[src/rtl/core/sbph_pkg.sv]
// Shared types and constants for the spectrum bin peak-hold core.
// Used by sbph_div and spectrum_bin_peak_hold_core; depends on nothing else.
`default_nettype none

package sbph_pkg;

    localparam int BINS      = 240;
    localparam int FREQ_W    = 32;
    localparam int LEVEL_W   = 16;
    localparam int BIN_W     = 8;
    localparam int NUM_W     = FREQ_W + BIN_W;
    localparam int CFG_IDX_W = 2;

    localparam logic [BIN_W-1:0]   NO_BIN    = 8'd255;
    localparam logic [LEVEL_W-1:0] FLOOR_MAX = 16'hFFFF;
    localparam logic [NUM_W-1:0]   BIN_SCALE = NUM_W'(BINS - 1);

    localparam logic [CFG_IDX_W-1:0] CFG_SPAN_START = 2'd0;
    localparam logic [CFG_IDX_W-1:0] CFG_SPAN_END   = 2'd1;
    localparam logic [CFG_IDX_W-1:0] CFG_STEP_SIZE  = 2'd2;

    localparam logic CMD_ADD   = 1'b0;
    localparam logic CMD_CLEAR = 1'b1;

    typedef struct packed {
        logic                command;
        logic [FREQ_W-1:0]   frequency;
        logic [LEVEL_W-1:0]  signal_level;
        logic [LEVEL_W-1:0]  noise_level;
        logic                squelch_open;
    } item_t;

    typedef struct packed {
        logic [BIN_W-1:0]    bin_index;
        logic [LEVEL_W-1:0]  bin_peak;
        logic [LEVEL_W-1:0]  bin_floor;
        logic                bin_marker;
        logic [BIN_W-1:0]    filled_count;
    } result_t;

    typedef enum logic [2:0] {
        ST_IDLE,
        ST_CLAMP,
        ST_MUL,
        ST_START,
        ST_DIV,
        ST_FINISH
    } state_t;

endpackage

`default_nettype wire

[src/rtl/core/sbph_div.sv]
// Restoring divider that produces one quotient bit per cycle.
// Depends on sbph_pkg for the operand and quotient widths.
`default_nettype none

module sbph_div (
    input  wire logic                        clk,
    input  wire logic                        rst_n,
    input  wire logic                        start,
    input  wire logic [sbph_pkg::NUM_W-1:0]  dividend,
    input  wire logic [sbph_pkg::FREQ_W-1:0] divisor,
    output logic                             done,
    output logic [sbph_pkg::BIN_W-1:0]       quotient
);
    import sbph_pkg::*;

    localparam int CNT_W = $clog2(BIN_W);

    logic [NUM_W-1:0] rem_reg;
    logic [NUM_W-1:0] dsh_reg;
    logic [BIN_W-1:0] quot_reg;
    logic [CNT_W-1:0] cnt_reg;
    logic             busy_reg;
    logic             done_reg;
    logic             fits;

    assign fits = (rem_reg >= dsh_reg);

    always_ff @(posedge clk or negedge rst_n)
    begin
        if (!rst_n)
        begin
            busy_reg <= 1'b0;
            done_reg <= 1'b0;
            cnt_reg  <= '0;
        end
        else
        begin
            done_reg <= 1'b0;
            if (start)
            begin
                busy_reg <= 1'b1;
                cnt_reg  <= CNT_W'(BIN_W - 1);
            end
            else if (busy_reg)
            begin
                cnt_reg <= cnt_reg - CNT_W'(1);
                if (cnt_reg == '0)
                begin
                    busy_reg <= 1'b0;
                    done_reg <= 1'b1;
                end
            end
        end
    end

    always_ff @(posedge clk)
    begin
        if (start)
        begin
            rem_reg  <= dividend;
            dsh_reg  <= NUM_W'(divisor) << (BIN_W - 1);
            quot_reg <= '0;
        end
        else if (busy_reg)
        begin
            if (fits)
            begin
                rem_reg <= rem_reg - dsh_reg;
            end
            dsh_reg  <= dsh_reg >> 1;
            quot_reg <= {quot_reg[BIN_W-2:0], fits};
        end
    end

    assign done     = done_reg;
    assign quotient = quot_reg;

endmodule

`default_nettype wire

[src/rtl/core/spectrum_bin_peak_hold_core.sv]
// Top level of the spectrum bin peak-hold core: bin mapping and held bin values.
// Depends on sbph_pkg and sbph_div.
//
//   Channel   Signals                          Direction
//   item      item_valid, item_stall, item     in  (measurement or clear)
//   result    result_valid, result_stall, res  out (bin values)
//   config    cfg_write, cfg_index, cfg_data   in  (span registers, step ignored)
//
// A measurement passes through the clamp, multiply, divider start, divide and
// finish steps; the bit-serial divider yields one bin index bit per cycle.
// A clear command goes straight from its transfer to the finish step. One item is in
// work at a time, so the next item is taken only after the current one leaves finish.
// Reset clears all held bin values at once; no clearing pass is needed.
// A stalled result holds the core in its final step until it is taken.
`default_nettype none

module spectrum_bin_peak_hold_core (
    input  wire logic                           clk,
    input  wire logic                           rst_n,
    input  wire logic                           item_valid,
    output logic                                item_stall,
    input  wire sbph_pkg::item_t                item,
    output logic                                result_valid,
    input  wire logic                           result_stall,
    output sbph_pkg::result_t                   res,
    input  wire logic                           cfg_write,
    input  wire logic [sbph_pkg::CFG_IDX_W-1:0] cfg_index,
    input  wire logic [sbph_pkg::FREQ_W-1:0]    cfg_data
);
    import sbph_pkg::*;

    state_t state_reg;
    state_t state_next;

    logic [FREQ_W-1:0]  span_start_reg;
    logic [FREQ_W-1:0]  span_end_reg;

    item_t              item_reg;
    logic [FREQ_W-1:0]  diff_reg;
    logic [FREQ_W-1:0]  den_reg;
    logic               empty_reg;
    logic [NUM_W-1:0]   prod_reg;

    logic [BIN_W-1:0]   prev_bin_reg;
    logic [LEVEL_W-1:0] peak_reg;
    logic [LEVEL_W-1:0] floor_reg;
    logic               marker_reg;
    logic [BIN_W-1:0]   filled_reg;

    result_t            res_reg;
    logic               res_valid_reg;

    logic               item_take;
    logic               div_start;
    logic               finish;
    logic               div_done;
    logic [BIN_W-1:0]   div_quot;

    logic [FREQ_W-1:0]  freq_clamped;
    logic [BIN_W-1:0]   bin;
    logic [BIN_W:0]     bin_plus;
    logic [LEVEL_W-1:0] peak_base;
    logic [LEVEL_W-1:0] floor_base;
    logic               marker_base;
    logic [LEVEL_W-1:0] peak_new;
    logic [LEVEL_W-1:0] floor_new;
    logic               marker_new;
    logic [BIN_W-1:0]   filled_new;

    sbph_div u_div (
        .clk      (clk),
        .rst_n    (rst_n),
        .start    (div_start),
        .dividend (prod_reg),
        .divisor  (den_reg),
        .done     (div_done),
        .quotient (div_quot)
    );

    always_comb
    begin
        state_next = state_reg;
        unique case (state_reg)
            ST_IDLE:
            begin
                if (item_valid)
                begin
                    state_next = (item.command == CMD_CLEAR) ? ST_FINISH : ST_CLAMP;
                end
            end
            ST_CLAMP:  state_next = ST_MUL;
            ST_MUL:    state_next = ST_START;
            ST_START:  state_next = ST_DIV;
            ST_DIV:
            begin
                if (div_done)
                begin
                    state_next = ST_FINISH;
                end
            end
            ST_FINISH:
            begin
                if (!res_valid_reg || !result_stall)
                begin
                    state_next = ST_IDLE;
                end
            end
            default:   state_next = ST_IDLE;
        endcase
    end

    always_comb
    begin
        item_stall = (state_reg != ST_IDLE);
        div_start  = (state_reg == ST_START);
        finish     = (state_reg == ST_FINISH) && (!res_valid_reg || !result_stall);
    end

    assign item_take = item_valid && !item_stall;

    always_comb
    begin
        if (item_reg.frequency < span_start_reg)
        begin
            freq_clamped = span_start_reg;
        end
        else if (item_reg.frequency > span_end_reg)
        begin
            freq_clamped = span_end_reg;
        end
        else
        begin
            freq_clamped = item_reg.frequency;
        end
    end

    always_comb
    begin
        bin         = empty_reg ? '0 : div_quot;
        bin_plus    = {1'b0, bin} + (BIN_W + 1)'(1);
        peak_base   = (prev_bin_reg != bin) ? '0 : peak_reg;
        floor_base  = (prev_bin_reg != bin) ? FLOOR_MAX : floor_reg;
        marker_base = (prev_bin_reg != bin) ? 1'b0 : marker_reg;
        peak_new    = (item_reg.signal_level > peak_base) ? item_reg.signal_level : peak_base;
        floor_new   = (item_reg.noise_level < floor_base) ? item_reg.noise_level : floor_base;
        marker_new  = marker_base | item_reg.squelch_open;
        filled_new  = (bin_plus > {1'b0, filled_reg}) ? bin_plus[BIN_W-1:0] : filled_reg;
    end

    always_ff @(posedge clk or negedge rst_n)
    begin
        if (!rst_n)
        begin
            state_reg      <= ST_IDLE;
            span_start_reg <= '0;
            span_end_reg   <= FREQ_W'(1);
            prev_bin_reg   <= NO_BIN;
            peak_reg       <= '0;
            floor_reg      <= FLOOR_MAX;
            marker_reg     <= 1'b0;
            filled_reg     <= '0;
            res_valid_reg  <= 1'b0;
        end
        else
        begin
            state_reg <= state_next;
            if (cfg_write)
            begin
                unique case (cfg_index)
                    CFG_SPAN_START: span_start_reg <= cfg_data;
                    CFG_SPAN_END:   span_end_reg   <= cfg_data;
                    // The step size is not stored, so it never changes a result.
                    CFG_STEP_SIZE:  ;
                    default:        ;
                endcase
            end
            if (res_valid_reg && !result_stall)
            begin
                res_valid_reg <= 1'b0;
            end
            if (finish)
            begin
                res_valid_reg <= 1'b1;
                if (item_reg.command == CMD_CLEAR)
                begin
                    peak_reg   <= '0;
                    floor_reg  <= FLOOR_MAX;
                    marker_reg <= 1'b0;
                    filled_reg <= '0;
                end
                else
                begin
                    prev_bin_reg <= bin;
                    peak_reg     <= peak_new;
                    floor_reg    <= floor_new;
                    marker_reg   <= marker_new;
                    filled_reg   <= filled_new;
                end
            end
        end
    end

    always_ff @(posedge clk)
    begin
        if (item_take)
        begin
            item_reg <= item;
        end
        if (state_reg == ST_CLAMP)
        begin
            diff_reg  <= freq_clamped - span_start_reg;
            den_reg   <= span_end_reg - span_start_reg;
            empty_reg <= (span_end_reg <= span_start_reg);
        end
        if (state_reg == ST_MUL)
        begin
            prod_reg <= NUM_W'(diff_reg) * BIN_SCALE;
        end
        if (finish)
        begin
            if (item_reg.command == CMD_CLEAR)
            begin
                res_reg.bin_index    <= '0;
                res_reg.bin_peak     <= '0;
                res_reg.bin_floor    <= FLOOR_MAX;
                res_reg.bin_marker   <= 1'b0;
                res_reg.filled_count <= '0;
            end
            else
            begin
                res_reg.bin_index    <= bin;
                res_reg.bin_peak     <= peak_new;
                res_reg.bin_floor    <= floor_new;
                res_reg.bin_marker   <= marker_new;
                res_reg.filled_count <= filled_new;
            end
        end
    end

    assign result_valid = res_valid_reg;
    assign res          = res_reg;

endmodule

`default_nettype wire
[config.mk]
export PLATFORM = sky130hd
export DESIGN_NAME = spectrum_bin_peak_hold_core
export DESIGN_NICKNAME = d
export VERILOG_FILES = /design/src/rtl/core/sbph_pkg.sv /design/src/rtl/core/sbph_div.sv /design/src/rtl/core/spectrum_bin_peak_hold_core.sv
export SDC_FILE = /design/constraint.sdc
export NUM_CORES = 1
export LEC_CHECK = 0
export BUFFER_PORTS_ARGS = -buffer_cell sky130_fd_sc_hd__buf_4
export CORE_MARGIN = 4
export CORE_UTILIZATION = 40
export DETAILED_ROUTE_END_ITERATION = 10
export HOLD_SLACK_MARGIN = 0.08
export SYNTH_ARGS = -nofsm -noshare
export SYNTH_HDL_FRONTEND = slang
export SYNTH_HIERARCHICAL = 1
export SYNTH_SLANG_ARGS = --single-unit
[constraint.sdc]
create_clock -name clk -period 8.96 [get_ports clk]
set_clock_uncertainty 0.05 [all_clocks]
set_input_delay 0.896 -clock clk [delete_from_list [all_inputs] [get_ports clk]]
set_output_delay 0.896 -clock clk [all_outputs]
set_load 0.02 [all_outputs]
==> results.py, run 1 <==
metrics = {
    "clock_tree": {
        "cts_max_level": 2,
        "cts-root-buf": "clkbuf_16",
        "cts_buffer_depth": 3,
        "cts_tree": "yes",
        "postCtsSetupBuffers": 0,
        "cts_buffers": 50,
        "clkSinkCount": 429,
        "path_clk_slew_ps": 70,
        "cts_resized": 0,
        "holdBufCountCts": 0,
        "insertion_delay_ps": 610,
    },
    "global_routing": {
        "antenna_found_initial": 1,
        "gr-total-overflow": 0,
        "grt_usage": 0.176,
        "grt_max_degree": 94,
        "grt_pass1_vias": 21600,
        "grt_pass1_wl_mm": 117,
    },
    "die": {
        "ios": 156,
        "die_w_um": 285,
        "die_area_um2": 81000,
        "initial_core_util": 0.403,
        "num_rows": 101,
        "die_h_um": 285,
        "coreArea_um2": 75900,
    },
    "routing": {
        "drt_wl_total_mm": 72.3,
        "avgViaCountPerCell": 5.16,
        "detail_route.wl_per_cell_um": 17.3,
        "firstDrtPassIters": 7,
        "ant_nets": 0,
        "vias": 21500,
        "drc": 0,
        "drt_iter0_markers": 1338,
    },
    "synth": {
        "synth_top_family_by_area": "adder cells",
        "syn-cell-area_um2": 30600,
        "synth_common_cells": "350 x inv_1, 296 x ha_1, 292 x edfxtp_1, 281 x nand2_1, 172 x a21oi_1",
        "synthArstFlopShare": 0.284,
        "synth_compound_area_frac": 0.154,
        "yosysUniqueCellTypes": 93,
        "synth.top_cell.area_share": 0.286,
        "synth_area_leaders": "edfxtp_1 29%, ha_1 12%, fa_1 9.9%, dfrtp_1 7.9%, inv_1 4.3%",
        "synth_simple_gate_area_frac": 0.108,
        "yosysTopAreaCell": "edfxtp_1",
        "synthAdderAreaFrac": 0.220,
        "avgSynthCellArea_um2": 10.4,
        "ys_warn_count": 6,
        "ys_ff_latch": 429,
        "muxShareOfSynthArea": 0.0306,
        "synthCells": 2957,
        "synth_fp_nets": 3509,
        "synth-edff-count": 292,
        "ys_seq_area_frac": 0.397,
        "synth_most_common_cell": "inv_1",
        "synthFlopType": "edfxtp_1",
        "synth_xor_area_frac": 0.0352,
    },
    "finish": {
        "fin_nets": 3655,
        "largest_reg_flops": 66,
        "area_delta_synth_final_pct": 13.2,
        "instances_no_fill": 4174,
        "antenna-diode-count": 0,
        "drive_above_1_share": 0.114,
    },
    "flow_run": {
        "maxCapViolations": 0,
    },
    "run_status": {
        "outcome": "complete, no violations",
    },
    "timing": {
        "fin_ws_ps": 2660,
        "finalCriticalPeriod_ps": 6300,
        "min_period_over_period": 0.704,
        "setup_tns_ps": 0,
        "max_freq_mhz": 159,
        "grt_setup_unrepaired": "no",
        "tightest_slew_ps": 1190,
        "slew-limit-headroom": 0.205,
        "finalHoldViolCount": 0,
        "setup_viol": 0,
        "slew_violations": 0,
    },
    "setup_path": {
        "crit_family": "compound AO/OA/AOI/OAI gates",
        "max_stage_delay_ps": 680,
        "crit_path_start_kind": "register",
        "path_max_fanout": 20,
        "critPathRequiredTime_ps": 9250,
        "path_buf_inv": 3,
        "timing.critical_path.mode_cell": "a21o_1",
        "cp.arrival_ps": 6600,
        "crit_path_top_delay_cell": "a221oi_4",
        "worst_setup_path_end_kind": "register",
        "path_class": "reg2reg",
    },
    "place": {
        "gp_congestion": 0.849,
        "place_inst": 4081,
        "dp_slack_ps": 2600,
        "portBuffers": 155,
        "place_hpwl_mm": 56.0,
    },
    "min_path": {
        "hp-class": "in2async",
    },
}
## layout make-up
class | instances | area (um2)
timing repair buffer | 179 | 1350
sequential | 429 | 12200
tap | 1030 | 1290
inverter | 352 | 1320
fill | 7182 | 41300
multi-input combinational | 2091 | 16800
clock inverter | 22 | 357
clock buffer | 71 | 1380
## stage by stage
stage / area (um2) / utilization / hold slack, ps
after floorplan: 30600 / - / 404
after global placement: 32900 / 0.434 / 415
after detailed placement: 32900 / 0.434 / 434
after CTS: 34700 / 0.456 / 208
after global routing: 34700 / 0.456 / 229
final: 34700 / 0.456 / 201
## cell families (layout without fill, tap and decap cells)
kind of cell / Yosys count / count (layout)
AO/OA/AOI/OAI: 728 / 728
XOR/XNOR: 123 / 123
adder cells (fa/ha/maj): 447 / 447
buffers and inverters: 437 / 624
flip-flops: 429 / 429
multiplexers: 89 / 89
AND/OR/NAND/NOR: 704 / 704
## final timing paths
kind	start	endpoint	slack, ps	cells after the start
setup / recovery	span_start_reg[17]$_DFFE_PN0P_	diff_reg[30]$_DFFE_PP_	2660	26
hold / removal	rst_n	filled_reg[2]$_DFFE_PN0P_	200	1
setup reg to reg	span_start_reg[17]$_DFFE_PN0P_	diff_reg[30]$_DFFE_PP_	2660	26
hold reg to reg	prev_bin_reg[3]$_DFFE_PN1P_	prev_bin_reg[3]$_DFFE_PN1P_	440	2
max in group asynchronous	rst_n	span_end_reg[2]$_DFFE_PN0P_	7220	2
min in group clk	item[0]	item_reg[0]$_DFFE_PP_	410	1
## layout by cell type (no fill, tap or decap), types with 101 or more instances in the layout
| master | instances |
|---|---|
| a21o_1 | 101 |
| a21oi_1 | 172 |
| buf_4 | 178 |
| edfxtp_1 | 292 |
| fa_1 | 151 |
| ha_1 | 296 |
| inv_1 | 349 |
| nand2_1 | 281 |
| nor2_1 | 145 |
| o21ai_0 | 154 |
## routing by layer
metal / track usage / up-vias / share of wire
li1: - / 10800 / -
met4: 0.0352 / 0 / 0.016
met5: 0 / - / 0
met2: 0.288 / 358 / 0.46
met3: 0.0211 / 69 / 0.034
met1: 0.255 / 10300 / 0.49
## worst register-to-register path, stage by stage, from the launching register on
cell	delay [ps]
dfrtp_1	380
inv_1	120
ha_1	260
a21o_1	180
a21o_1	160
a21o_1	170
a21oi_1	160
o221ai_1	130
nor3_1	370
o21ai_1	180
a221oi_4	680
buf_4	370
nor2_1	80
a21oi_1	120
ha_1	170
inv_1	50
fa_1	420
a21oi_2	230
o21bai_4	90
a21oi_4	160
o21ai_2	130
a221oi_2	370
o21ai_1	130
or4_1	430
a31o_1	240
a21oi_2	140
xnor2_1	70
Power of run 1 is not shown: default switching activity piles up to over one toggle a cycle in this logic, so the estimate is an artifact.
==> inputs of run 2 (changes only) <==
==> constraint.sdc (replaced) <==
create_clock -name clk -period 6.3 [get_ports clk]
set_clock_uncertainty 0.05 [all_clocks]
set_input_delay 0.63 -clock clk [delete_from_list [all_inputs] [get_ports clk]]
set_output_delay 0.63 -clock clk [all_outputs]
set_load 0.02 [all_outputs]
==> run 2 against run 1 <==
Against the previous run: first-iteration DRC count grew 1.1%; worst setup slack lost 2200 ps; cell count is essentially flat; via count is essentially flat; register-to-register slack lost 2200 ps; sequential share of layout area grew 0.10 points; sequential cell count is the same; worst hold slack lost 50 ps; die area is the same; count of clock-buffer cells in the layout shrank 13; routed wire length grew 0.25%; critical path type unchanged.
==> results.py, run 2 (synthesis results as in run 1) <==
metrics = {
    "run_status": {
        "outcome": "complete, no violations",
    },
    "timing": {
        "grt_setup_unrepaired": "no",
        "slew-limit-headroom": 0.343,
        "finalCriticalPeriod_ps": 5880,
        "min_period_over_period": 0.934,
        "max_freq_mhz": 170,
        "tightest_slew_ps": 983,
        "slew_violations": 0,
        "setup_tns_ps": 0,
        "fin_ws_ps": 418,
        "setup_viol": 0,
        "finalHoldViolCount": 0,
    },
    "finish": {
        "final_core_util": 0.455,
        "area_delta_synth_final_pct": 12.9,
        "final_common_cell": "inv_1",
        "drive_above_1_share": 0.116,
        "antenna-diode-count": 0,
        "largest_reg_flops": 66,
        "fillers": 7211,
        "fin_nets": 3660,
        "final_cell_mix": "349 x inv_1, 296 x ha_1, 292 x edfxtp_1",
        "fin_area_um2": 34600,
    },
    "place": {
        "place_hpwl_mm": 56.5,
        "dp_slack_ps": -102,
        "portBuffers": 155,
        "placed_cell_area_um2": 33000,
        "gp_congestion": 0.892,
    },
    "clock_tree": {
        "path_clk_slew_ps": 60,
        "insertion_delay_ps": 610,
        "cts-root-buf": "clkbuf_16",
        "cts_tree": "yes",
        "clkSinkCount": 429,
        "cts_buffer_depth": 3,
        "cts_buffers": 48,
        "cts_max_level": 2,
    },
    "global_routing": {
        "grt_pass1_vias": 21800,
        "grt_max_degree": 105,
        "antenna_found_initial": 0,
        "grt_pass1_wl_mm": 119,
        "grt_usage": 0.179,
        "gr-total-overflow": 0,
    },
    "routing": {
        "vias": 21500,
        "ant_nets": 0,
        "drt_iter0_markers": 1353,
        "detail_route.wl_per_cell_um": 17.3,
        "firstDrtPassIters": 6,
        "avgViaCountPerCell": 5.15,
        "drt_wl_total_mm": 72.4,
        "drc": 0,
    },
    "flow_run": {
        "maxCapViolations": 0,
    },
    "min_path": {
        "hp-class": "in2reg",
    },
    "setup_path": {
        "crit_path_start_kind": "register",
        "cp.arrival_ps": 6170,
        "path_class": "reg2reg",
        "worst_setup_path_end_kind": "register",
        "path_max_fanout": 31,
        "critPathRequiredTime_ps": 6590,
    },
    "die": {
        "ios": 156,
        "initial_core_util": 0.403,
        "die_w_um": 285,
        "die_h_um": 285,
        "die_area_um2": 81000,
        "coreArea_um2": 75900,
        "num_rows": 101,
    },
}
-- run 2: what timing repair did --
item | in CTS | in global routing
gates cloned | 0 | 0
setup buffers | 0 | 0
hold endpoints to repair | 46 | 0
hold buffers | 1 | 0
setup endpoints to repair | 1 | 1
gates resized for setup | 1 | 1
-- run 2: area by class of cell --
class | count | area, um2 | share of cell area
clock buffer | 58 | 1240 | 0.0358
clock inverter | 31 | 325 | 0.00941
multi-input combinational | 2091 | 16800 | 0.487
timing repair buffer | 186 | 1400 | 0.0406
inverter | 352 | 1320 | 0.0382
sequential | 429 | 12200 | 0.352
tap | 1030 | 1290 | 0.0373
-- run 2: routing by layer --
metal  up-vias  part of all wire  GRT usage
met5         -                 0          0
met4         0             0.031     0.0554
met3       114             0.043     0.0255
met2       399              0.45      0.282
met1     10200              0.48      0.257
li1      10800                 -          -
-- run 2: worst max-delay path: stages, from the launching register on --
cell      delay (ps)
dfrtp_1          380
inv_1            120
ha_1             270
a21o_1           180
a21o_1           160
a21o_1           170
a21oi_1          160
o221ai_1         130
nor3_1           330
o21ai_1          160
a221oi_4         420
buf_4            360
nand2_1           90
o21ai_1           90
ha_1             290
and3_1           250
and2_1           200
a221oi_1         350
o21ai_1          120
a221oi_2         300
o21ai_1          140
or4_1            440
a31o_1           240
a21oi_2          140
xnor2_1           70
-- run 2: final timing paths --
check / startpoint / endpoint / slack (ps) / cells after the start
setup / recovery: span_start_reg[17]$_DFFE_PN0P_ / diff_reg[30]$_DFFE_PP_ / 420 / 24
hold / removal: item[28] / item_reg[28]$_DFFE_PP_ / 150 / 1
setup reg to reg: span_start_reg[17]$_DFFE_PN0P_ / diff_reg[30]$_DFFE_PP_ / 420 / 24
hold reg to reg: prev_bin_reg[3]$_DFFE_PN1P_ / prev_bin_reg[3]$_DFFE_PN1P_ / 430 / 2
max in group asynchronous: rst_n / span_start_reg[4]$_DFFE_PN0P_ / 4360 / 3
min in group asynchronous: rst_n / filled_reg[1]$_DFFE_PN0P_ / 560 / 2
-- run 2: stage by stage --
| stage | hold WS [ps] | std cells |
|---|---|---|
| finish | 151 | 4177 |
| global route | 122 | 4177 |
| CTS | 121 | 4177 |
| detailed placement | 419 | 4087 |
| global placement | 416 | 4087 |
| floorplan | 284 | 2957 |
Power of run 2 is left out for the same reason.
==> inputs of run 3 (changes only) <==
--- a/config.mk
+++ b/config.mk
@@ -5,6 +5,7 @@
 export SDC_FILE = /design/constraint.sdc
 export NUM_CORES = 1
 export LEC_CHECK = 0
+export ABC_CLOCK_PERIOD_IN_PS = 6050
 export BUFFER_PORTS_ARGS = -buffer_cell sky130_fd_sc_hd__buf_4
 export CORE_MARGIN = 4
 export CORE_UTILIZATION = 40
==> constraint.sdc (replaced) <==
create_clock -name clk -period 6.05 [get_ports clk]
set_clock_uncertainty 0.05 [all_clocks]
set_input_delay 0.605 -clock clk [delete_from_list [all_inputs] [get_ports clk]]
set_output_delay 0.605 -clock clk [all_outputs]
set_load 0.02 [all_outputs]
==> run 3 against run 2 <==
Against the previous run: non-clock buffer count up 5; highest routed layer unchanged; critical path depth down 1; die area unchanged; worst setup slack worse by 37 ps; design area up 0.54%; routed wire length up 1.4%; sequential share of layout area down 0.19 points; worst hold slack worse by 24 ps; critical path type unchanged.
==> results.py, run 3 (synthesis results as in run 1) <==
metrics = {
    "run_status": {
        "outcome": "complete, no violations",
    },
    "flow_run": {
        "maxCapViolations": 0,
    },
    "finish": {
        "area_delta_synth_final_pct": 13.5,
        "final_cell_mix": "349 x inv_1, 296 x ha_1, 292 x edfxtp_1",
        "fin_nets": 3667,
        "final_core_util": 0.458,
        "fillers": 7217,
        "multi_input_area_um2": 16900,
        "largest_reg_flops": 66,
        "final-seq-area_um2": 12200,
        "fin_area_um2": 34800,
        "final_common_cell": "inv_1",
        "drive_above_1_share": 0.119,
    },
    "timing": {
        "setup_viol": 0,
        "tightest_slew_ps": 933,
        "min_period_over_period": 0.937,
        "max_freq_mhz": 176,
        "slew_violations": 0,
        "whs_ps": 127,
        "grt_setup_unrepaired": "no",
        "fin_ws_ps": 381,
        "finalHoldViolCount": 0,
        "finalCriticalPeriod_ps": 5670,
        "slew-limit-headroom": 0.378,
    },
    "die": {
        "die_area_um2": 81000,
        "ios": 156,
        "die_h_um": 285,
        "die_w_um": 285,
        "num_rows": 101,
        "coreArea_um2": 75900,
        "initial_core_util": 0.403,
    },
    "routing": {
        "avgViaCountPerCell": 5.14,
        "drt_iter0_markers": 1212,
        "drt_wl_total_mm": 73.4,
        "detail_route.wl_per_cell_um": 17.5,
        "firstDrtPassIters": 5,
        "vias": 21500,
        "drc": 0,
        "ant_nets": 0,
    },
    "clock_tree": {
        "insertion_delay_ps": 600,
        "cts_buffers": 50,
        "cts_max_level": 2,
        "cts_tree": "yes",
        "cts-root-buf": "clkbuf_16",
        "cts_buffer_depth": 3,
        "clkSinkCount": 429,
        "postCtsSetupBuffers": 0,
        "path_clk_slew_ps": 60,
    },
    "setup_path": {
        "regToRegSetupSlack_ps": 380,
        "reg2reg_to": "diff_reg[30]$_DFFE_PP_",
        "r2r-start": "span_start_reg[17]$_DFFE_PN0P_",
        "max_stage_delay_ps": 440,
        "path_cells": "inv_1 > ha_1 > a21o_1 > a21o_1 > a21o_1 > a21oi_1 > o221ai_1 > nor3_1 > o21ai_1 > a221oi_4 > buf_4 > o21ai_1 > ha_1 > or3_4 > o21bai_4 > a21oi_4 > o21ai_2 > a221oi_2 > o21ai_1 > or4_1 > a31o_1 > a21oi_2 > xnor2_1",
        "crit_path_end": "diff_reg[30]$_DFFE_PP_",
        "crit_path_top_delay_cell": "or4_1",
        "crit_path_start_kind": "register",
        "cp.arrival_ps": 5960,
        "critPathRequiredTime_ps": 6340,
        "worst_r2r_path_depth": 23,
        "path_max_fanout": 22,
        "worst_setup_path_end_kind": "register",
        "path_class": "reg2reg",
        "startpoint": "span_start_reg[17]$_DFFE_PN0P_",
    },
    "global_routing": {
        "grt_pass1_vias": 21700,
        "grt_max_degree": 102,
        "grt_pass1_wl_mm": 119,
        "gr-total-overflow": 0,
        "antenna_found_initial": 0,
        "grt_usage": 0.180,
    },
    "place": {
        "gp_congestion": 0.884,
        "place_hpwl_mm": 56.8,
        "placed_cell_area_um2": 33000,
        "dp_slack_ps": -315,
        "portBuffers": 155,
    },
    "min_path": {
        "hp-class": "in2reg",
    },
}
run 3: cell count changes in the layout (fill, tap and decap cells not counted), sizes merged:
cell and change:
clkbuf +6, buf +5, clkinv -3, bufinv +1, diode +1, inv +1
run 3: critical path, delay by kind of cell (launching register included):
kind | cells | cell delay [ps]
DFF | 1 | 370
AOI/OAI and AO/OA | 15 | 2810
and+or+nand+nor | 3 | 1150
buffers and inverters | 2 | 460
xor gates and xnor gates | 1 | 80
adders and majority gates | 2 | 490
run 3: area by class of cell:
class,count,area share
antenna,1,0.0000720
clock buffer,64,0.0390
clock inverter,30,0.00968
inverter,352,0.0380
multi-input combinational,2091,0.485
sequential,429,0.350
tap,1030,0.0371
timing repair buffer,191,0.0414
run 3: layer usage:
metal / vias up / routed length (um) / track usage
met2: 380 / 33300 / 0.289
met4: 0 / 1710 / 0.0444
met5: - / 0 / 0
met3: 79 / 3020 / 0.0297
met1: 10300 / 35400 / 0.256
li1: 10800 / - / -
run 3: worst min path at each step:
stage / from / to / slack [ps] / cells past startpoint
6_report: item[29] / item_reg[29]$_DFFE_PP_ / 130 / 1
3_3_place_gp: prev_bin_reg[3]$_DFFE_PN1P_ / prev_bin_reg[3]$_DFFE_PN1P_ / 420 / 2
2_1_floorplan: rst_n / filled_reg[0]$_DFFE_PN0P_ / 260 / 0
4_1_cts: item[15] / item_reg[15]$_DFFE_PP_ / 80 / 1
3_5_place_dp: prev_bin_reg[3]$_DFFE_PN1P_ / prev_bin_reg[3]$_DFFE_PN1P_ / 420 / 2
5_1_grt: item[31] / item_reg[31]$_DFFE_PP_ / 90 / 1
run 3: what timing repair did:
| action | CTS | global route |
|---|---|---|
| setup endpoints to repair | 4 | 1 |
| resized for setup | 2 | 2 |
| hold buffers | 1 | 0 |
| hold endpoints to repair | 47 | 0 |
run 3: through the flow:
stage	setup TNS, ps	cells
final	0	4188
after global placement	-243	4092
after CTS	0	4187
after detailed placement	-438	4092
after global routing	0	4187
after floorplan	0	2957
Power of run 3 is left out for the same reason.
